File: src/rtl/core/bspd_pkg.sv
// Shared types and constants for the button stepped LED PWM dimmer.
// No dependencies; every other file of the block imports this package.
package bspd_pkg;

  // Fixed field and register widths.
  localparam int unsigned DUTY_W  = 8;
  localparam int unsigned DIV_W   = 10;
  localparam int unsigned MODE_W  = 3;
  localparam int unsigned INTEG_W = 4;
  localparam int unsigned CFG_IDX_W = 3;
  localparam int unsigned CFG_DATA_W = 10;

  // Default parameter values.
  localparam int unsigned INTEGRATOR_LIMIT_DEF = 10;
  localparam int unsigned MODE_COUNT_DEF = 5;

  // Integrator thresholds: fire above, re-arm below.
  localparam logic [INTEG_W-1:0] FIRE_ABOVE  = 4'd8;
  localparam logic [INTEG_W-1:0] REARM_BELOW = 4'd2;

  // Configuration register reset values.
  localparam logic [DUTY_W-1:0] DUTY_0_RST = 8'd0;
  localparam logic [DUTY_W-1:0] DUTY_1_RST = 8'd25;
  localparam logic [DUTY_W-1:0] DUTY_2_RST = 8'd50;
  localparam logic [DUTY_W-1:0] DUTY_3_RST = 8'd75;
  localparam logic [DUTY_W-1:0] DUTY_4_RST = 8'd100;
  localparam logic [DUTY_W-1:0] PERIOD_RST = 8'd99;
  localparam logic [DIV_W-1:0]  DIVIDER_RST = 10'd9;

  // Configuration register indexes.
  typedef enum logic [CFG_IDX_W-1:0] {
    CFG_DUTY_0  = 3'd0,
    CFG_DUTY_1  = 3'd1,
    CFG_DUTY_2  = 3'd2,
    CFG_DUTY_3  = 3'd3,
    CFG_DUTY_4  = 3'd4,
    CFG_PERIOD  = 3'd5,
    CFG_DIVIDER = 3'd6
  } cfg_idx_e;

  typedef struct packed {
    logic up_button;
    logic down_button;
  } in_t;

  typedef struct packed {
    logic              string_one_on;
    logic              string_two_on;
    logic [MODE_W-1:0] mode_now;
  } out_t;

endpackage

File: src/rtl/core/bspd_btn_integ.sv
// Saturating integrator and one-shot event latch for one button.
// Depends on bspd_pkg for widths and thresholds.
module bspd_btn_integ #(
  parameter int unsigned INTEGRATOR_LIMIT = bspd_pkg::INTEGRATOR_LIMIT_DEF
) (
  input  logic clk_i,
  input  logic rst_ni,
  input  logic step_i,
  input  logic slow_tick_i,
  input  logic level_i,
  output logic fire_o
);
  import bspd_pkg::*;

  localparam logic [INTEG_W-1:0] Limit = INTEG_W'(INTEGRATOR_LIMIT);

  logic [INTEG_W-1:0] integ_q, integ_d;
  logic               latched_q, latched_d;

  always_comb begin
    integ_d = integ_q;
    if (slow_tick_i) begin
      if (level_i) begin
        if (integ_q < Limit) begin
          integ_d = integ_q + 1'b1;
        end
      end else if (integ_q != '0) begin
        integ_d = integ_q - 1'b1;
      end
    end
    // The event fires once per press; it re-arms when the count sinks low.
    fire_o    = (integ_d > FIRE_ABOVE) && !latched_q;
    latched_d = latched_q | fire_o;
    if (integ_d < REARM_BELOW) begin
      latched_d = 1'b0;
    end
  end

  always_ff @(posedge clk_i or negedge rst_ni) begin
    if (!rst_ni) begin
      integ_q   <= '0;
      latched_q <= 1'b0;
    end else if (step_i) begin
      integ_q   <= integ_d;
      latched_q <= latched_d;
    end
  end

endmodule

File: src/rtl/core/button_stepped_led_pwm_dimmer.sv
// A result beat is valid in the cycle after its input beat is accepted.
// Throughput: one input beat per clock; the single output register is the
// only buffer, so input stall follows output stall while a result waits.
// Reset (rst_ni low, asynchronous) clears all state but out_data_q and loads
// the documented defaults into the duty, period and divider registers.
module button_stepped_led_pwm_dimmer #(
  parameter int unsigned INTEGRATOR_LIMIT = bspd_pkg::INTEGRATOR_LIMIT_DEF,
  parameter int unsigned MODE_COUNT       = bspd_pkg::MODE_COUNT_DEF
) (
  input  logic                                 clk_i,
  input  logic                                 rst_ni,
  input  logic                                 in_valid_i,
  output logic                                 in_stall_o,
  input  bspd_pkg::in_t                        in_data_i,
  output logic                                 out_valid_o,
  input  logic                                 out_stall_i,
  output bspd_pkg::out_t                       out_data_o,
  input  logic                                 cfg_we_i,
  input  logic [bspd_pkg::CFG_IDX_W-1:0]       cfg_idx_i,
  input  logic [bspd_pkg::CFG_DATA_W-1:0]      cfg_wdata_i
);
  import bspd_pkg::*;

  localparam logic [MODE_W-1:0] ModeTop = MODE_W'(MODE_COUNT - 1);

  // Configuration registers.
  logic [DUTY_W-1:0] duty0_q, duty1_q, duty2_q, duty3_q, duty4_q;
  logic [DUTY_W-1:0] period_q;
  logic [DIV_W-1:0]  divider_q;

  // Tick state.
  logic [DUTY_W-1:0] pwm_q, pwm_d;
  logic              sel_q;
  logic [MODE_W-1:0] mode_q, mode_d, mode_up;
  logic [DIV_W-1:0]  presc_q, presc_d;

  // Output register.
  logic out_valid_q;
  out_t out_data_q, out_data_d;

  logic accept, slow_tick, up_fire, down_fire, lit;
  logic [DUTY_W-1:0] duty;

  // A new beat is taken whenever the output register is empty or is being
  // drained in this same cycle, so beats flow back to back.
  assign in_stall_o = out_valid_q && out_stall_i;
  assign accept     = in_valid_i && !in_stall_o;
  assign slow_tick  = (presc_q == '0);

  // Configuration writes; indexes outside the list are ignored.
  always_ff @(posedge clk_i or negedge rst_ni) begin
    if (!rst_ni) begin
      duty0_q   <= DUTY_0_RST;
      duty1_q   <= DUTY_1_RST;
      duty2_q   <= DUTY_2_RST;
      duty3_q   <= DUTY_3_RST;
      duty4_q   <= DUTY_4_RST;
      period_q  <= PERIOD_RST;
      divider_q <= DIVIDER_RST;
    end else if (cfg_we_i) begin
      case (cfg_idx_i)
        CFG_DUTY_0:  duty0_q   <= cfg_wdata_i[DUTY_W-1:0];
        CFG_DUTY_1:  duty1_q   <= cfg_wdata_i[DUTY_W-1:0];
        CFG_DUTY_2:  duty2_q   <= cfg_wdata_i[DUTY_W-1:0];
        CFG_DUTY_3:  duty3_q   <= cfg_wdata_i[DUTY_W-1:0];
        CFG_DUTY_4:  duty4_q   <= cfg_wdata_i[DUTY_W-1:0];
        CFG_PERIOD:  period_q  <= cfg_wdata_i[DUTY_W-1:0];
        CFG_DIVIDER: divider_q <= cfg_wdata_i[DIV_W-1:0];
        default: begin
        end
      endcase
    end
  end

  // Duty of the current mode. Modes past the five duty registers stay dark.
  always_comb begin
    case (mode_q)
      3'd0:    duty = duty0_q;
      3'd1:    duty = duty1_q;
      3'd2:    duty = duty2_q;
      3'd3:    duty = duty3_q;
      3'd4:    duty = duty4_q;
      default: duty = '0;
    endcase
  end

  // The compare uses the counter before it advances. A period register
  // written below the counter makes it wrap to zero at once.
  assign lit   = (pwm_q < duty);
  assign pwm_d = (pwm_q < period_q) ? pwm_q + 1'b1 : '0;

  // The prescaler reloads on the slow tick; a new divider value therefore
  // takes effect only at the next reload.
  assign presc_d = slow_tick ? divider_q : presc_q - 1'b1;

  bspd_btn_integ #(
    .INTEGRATOR_LIMIT(INTEGRATOR_LIMIT)
  ) u_up (
    .clk_i      (clk_i),
    .rst_ni     (rst_ni),
    .step_i     (accept),
    .slow_tick_i(slow_tick),
    .level_i    (in_data_i.up_button),
    .fire_o     (up_fire)
  );

  bspd_btn_integ #(
    .INTEGRATOR_LIMIT(INTEGRATOR_LIMIT)
  ) u_down (
    .clk_i      (clk_i),
    .rst_ni     (rst_ni),
    .step_i     (accept),
    .slow_tick_i(slow_tick),
    .level_i    (in_data_i.down_button),
    .fire_o     (down_fire)
  );

  // The up button is checked first, then the down button, each clamped at
  // its end of the mode range.
  always_comb begin
    mode_up = mode_q;
    if (up_fire && (mode_q < ModeTop)) begin
      mode_up = mode_q + 1'b1;
    end
    mode_d = mode_up;
    if (down_fire && (mode_up != '0)) begin
      mode_d = mode_up - 1'b1;
    end
  end

  // The lit decision goes to the string picked by the select bit, which
  // toggles every tick.
  always_comb begin
    out_data_d.string_one_on = !sel_q && lit;
    out_data_d.string_two_on = sel_q && lit;
    out_data_d.mode_now      = mode_d;
  end

  always_ff @(posedge clk_i or negedge rst_ni) begin
    if (!rst_ni) begin
      pwm_q   <= '0;
      sel_q   <= 1'b0;
      mode_q  <= '0;
      presc_q <= DIVIDER_RST;
    end else if (accept) begin
      pwm_q   <= pwm_d;
      sel_q   <= !sel_q;
      mode_q  <= mode_d;
      presc_q <= presc_d;
    end
  end

  always_ff @(posedge clk_i or negedge rst_ni) begin
    if (!rst_ni) begin
      out_valid_q <= 1'b0;
    end else if (accept) begin
      out_valid_q <= 1'b1;
    end else if (!out_stall_i) begin
      out_valid_q <= 1'b0;
    end
  end

  always_ff @(posedge clk_i) begin
    if (accept) begin
      out_data_q <= out_data_d;
    end
  end

  assign out_valid_o = out_valid_q;
  assign out_data_o  = out_data_q;

endmodule

File: config.mk
export PLATFORM = sky130hd
export DESIGN_NAME = button_stepped_led_pwm_dimmer
export DESIGN_NICKNAME = d
export VERILOG_FILES = /design/src/rtl/core/bspd_pkg.sv /design/src/rtl/core/bspd_btn_integ.sv /design/src/rtl/core/button_stepped_led_pwm_dimmer.sv
export SDC_FILE = /design/constraint.sdc
export NUM_CORES = 1
export LEC_CHECK = 0
export ABC_AREA = 1
export BUFFER_PORTS_ARGS = -buffer_cell sky130_fd_sc_hd__buf_2
export CAP_MARGIN = 20
export CELL_PAD_IN_SITES_DETAIL_PLACEMENT = 0
export CELL_PAD_IN_SITES_GLOBAL_PLACEMENT = 1
export CORE_ASPECT_RATIO = 2
export CORE_MARGIN = 4
export CORE_UTILIZATION = 47
export CTS_CLUSTER_SIZE = 12
export DETAILED_ROUTE_END_ITERATION = 10
export PLACE_DENSITY_LB_ADDON = 0.1
export SETUP_SLACK_MARGIN = 0.1
export SLEW_MARGIN = 20
export SYNTH_ARGS = -nofsm -noshare
export SYNTH_HDL_FRONTEND = slang
export SYNTH_SLANG_ARGS = --single-unit
File: constraint.sdc
create_clock -name clk_i -period 3.3 [get_ports clk_i]
set_input_delay 0.825 -clock clk_i [delete_from_list [all_inputs] [get_ports clk_i]]
set_output_delay 0.825 -clock clk_i [all_outputs]
set_load 0.02 [all_outputs]
==> metrics.txt <==
GRT Resource Usage Total=0.1983; Worst Path Required=3.40 ns; Die Area=0.01276 mm^2; Pint=0.002777 W; DIE WIDTH=81.91 um; Post-Layout Cell Count=775; Clk network pwr share=0.250; layout cells sized above 1=0.1630; synth warn=0; Hold Path Depth=2; initial core utilization=0.4840; Worst EP arrival=2.99 ns; first-pass GRT wire length=19.46 mm; Pwr per Cell Area=772.4 mW/mm^2; Setup Fix Bufs, Post-CTS=0; Fmax=346.4 MHz; combinational group share of total power=0.350; outcome=finished clean; CP Launch Type=flop; commonest non-fill, non-tap cell in the layout=nand2_1; via/cell ratio=5.299; Sw Pwr=0.001660 W; Residual DRC=0; largest net degree at the start of global routing=50; post-synthesis sequential area ratio=0.4778; drt wl/cell=15.08 um; Sink Count=96; Avg Inst Size Synth=8.473 um^2; most frequent cells in the layout=157 x nand2_1, 83 x o21ai_0, 70 x dfrtp_1, 54 x inv_1, 34 x nor2_1; hpwl dp=8.950 mm; wire length on met2=6.872 mm; worst-path cell chain=inv_1 -> ha_1 -> nand2_1 -> nand2_1 -> inv_1 -> nand2_1 -> nand2_1 -> nand2_1 -> nand2_1 -> nand3_2 -> nand2_1 -> and2_1 -> ha_1 -> ha_1 -> nor2_1 -> nand3_2 -> inv_2 -> nand2_2 -> and2_1; CP delay by family, top=simple AND/OR/NAND/NOR gates; Synth area leader=dfrtp_1; Final ANT Viol Nets=0; Crit Path Max Fanout=6; Flop pwr share=0.400; worst-margin pin slew=0.6229 ns; root buf cell=clkbuf_16; switching share of power=0.3741; CTS tree=done; drt total wl=11.69 mm; Met1 Wirelength=4.443 mm; routed wl met3=192 um; CTS resizes=0; maximum VDD drop=0.5016 mV; minimum clock period=2.887 ns; 1st-pass router iterations=5; uppermost routed layer=met4; Synth area leaders=dfrtp_1 34%, nand2_1 11%, dfstp_2 11%; TNS Setup=0 ns; DP Cell Count=759; clock slew at reported path FFs=0.07 ns; hold path endpoint=divider_q[6]; endpoints failing hold=0; GR Overflow Total=0; H-tree depth=3; r2r worst-path depth=19; Worst-Skew Late Latency=0.34 ns; critical path endpoint category=flop; 1st-iter DRT viols=213; initial antenna violation count=0; R2R setup slack=0.41 ns; IO Pins=27; Final Cycle Share=0.8748; Synth Register Bits=96; max incr delay on CP=0.42 ns; core box area=0.01061 mm^2; I/O Buffers=26; routed via count=4107; CTS Hold Bufs=0; Netlist Area Pre-Place=0.005135 mm^2; Reg2Reg Capture Point=out_data_o[1]; FILL cells=1030; net count reported at finish=681; max-cap viol count=0; Die Height=155.8 um; worst min path class=flop to flop; post-synth top area share=0.3411; Final Skew=0.009626 ns; Num CTS Buffers=9; Bufs and invs on worst path=3; min-delay src=divider_q[6]; Yosys cell types=39; Slowest-stage cell, CP=dfrtp_1; syn_nets=654; Area Overhead vs Synth=11.87%; Gate Count Post-Synth=606; RePlAce Congestion=0.7905; Setup CP Type=flop to flop; Max-slew headroom=0.5847; fin. max-slew vios=0; Clock Tree Buf Depth=2; worst r2r src=u_up.integ_q[1]; row cnt=53; Static Leak=2.758 nW; # diodes=0; RSZ-0062 raised after global routing=false; Final Setup Violations=0; Most common cell on crit path=nand2_1; number of global-route vias before repair=4073
-- per-stage QoR --
step	util	setup slack, ns	cell area, um^2	hold slack (ns)	power (W)
after global placement	0.5110	0.3407	5421	0.4627	0.003314
after CTS	0.5414	0.3820	5744	0.4906	0.004484
after floorplan	-	0.6341	5135	0.4479	0.002915
final	0.5414	0.4132	5744	0.4849	0.004437
after detailed placement	0.5110	0.2863	5421	0.4736	0.003362
after global routing	0.5414	0.1877	5744	0.5064	0.004792
-- worst min-delay path, delay by kind of cell (launching register included) --
kind            cells  cell delay, ns
compound gates      1            0.06
simple gates        1            0.05
flops               1            0.34
-- cell families (layout without fill, tap and decap cells) --
kind of cell,Yosys count,count (layout),share of synthesized area
AO/OA/AOI/OAI,137,137,0.1540
flip-flops,96,96,0.4778
buffers and inverters,80,112,0.06140
XOR/XNOR,9,9,0.01535
adder cells (fa/ha/maj),28,28,0.06823
multiplexers,2,2,0.004386
AND/OR/NAND/NOR,254,254,0.2188
-- synth_stat cells, drive strengths merged --
cell / count
nand2: 163
o21ai: 86
dfrtp: 70
inv: 64
nor2: 38
nand3: 32
ha: 28
a21oi: 27
dfstp: 21
clkbuf: 12
xor2: 9
nor3: 7
a221o: 6
a22o: 6
nand4: 6
edfxtp: 5
o22ai: 5
and2: 4
buf: 4
nor3b: 3
a32oi: 2
mux2: 2
a211oi: 1
a221oi: 1
a31o: 1
a31oi: 1
nand3b: 1
o21a: 1
-- flip-flops by register name, indices dropped and copies added (netlist names), 3 cells and up --
signal	flops
divider_q	10
presc_q	10
duty0_q	8
duty1_q	8
duty2_q	8
duty3_q	8
duty4_q	8
period_q	8
pwm_q	8
out_data_o	5
u_down.integ_q	4
u_up.integ_q	4
mode_q	3
-- power by group through the flow --
stage	sequential (W)	clock (W)	combinational (W)
after floorplan	0.00175	0	0.00117
after global placement	0.00178	0	0.00153
after detailed placement	0.00180	0	0.00157
after CTS	0.00178	0.00113	0.00158
after global routing	0.00182	0.00117	0.00180
final	0.00178	0.00111	0.00155
-- how the worst max path moves through the flow --
stage,to,cells past startpoint,slack [ns],from
floorplan,out_data_o[1],18,0.63,in_data_i[1]
global placement,out_data_o[0],17,0.34,in_data_i[1]
detailed placement,out_data_o[1],17,0.29,in_data_i[1]
CTS,out_data_o[1],17,0.38,presc_q[0]
global route,out_data_o[1],18,0.19,u_up.integ_q[1]
finish,out_data_o[1],19,0.41,u_up.integ_q[1]
-- area by class of cell --
| class | instances | area (um^2) | share of cell area |
|---|---|---|---|
| Tap cell | 137 | 171.4 | 0.02984 |
| Inverter | 64 | 240.2 | 0.04182 |
| Clock buffer | 10 | 250.2 | 0.04356 |
| Timing Repair Buffer | 32 | 190.2 | 0.03311 |
| Multi-Input combinational cell | 430 | 2366 | 0.4119 |
| Sequential cell | 96 | 2454 | 0.4271 |
| Clock inverter | 6 | 72.57 | 0.01263 |
-- routing by layer --
layer,GRT usage,vias to the layer above
li1,-,2066
met1,0.2128,1978
met2,0.3860,48
met3,0.02775,15
met4,0.05388,0
met5,0,-
Note: power is estimated with default switching activity, not from simulation.
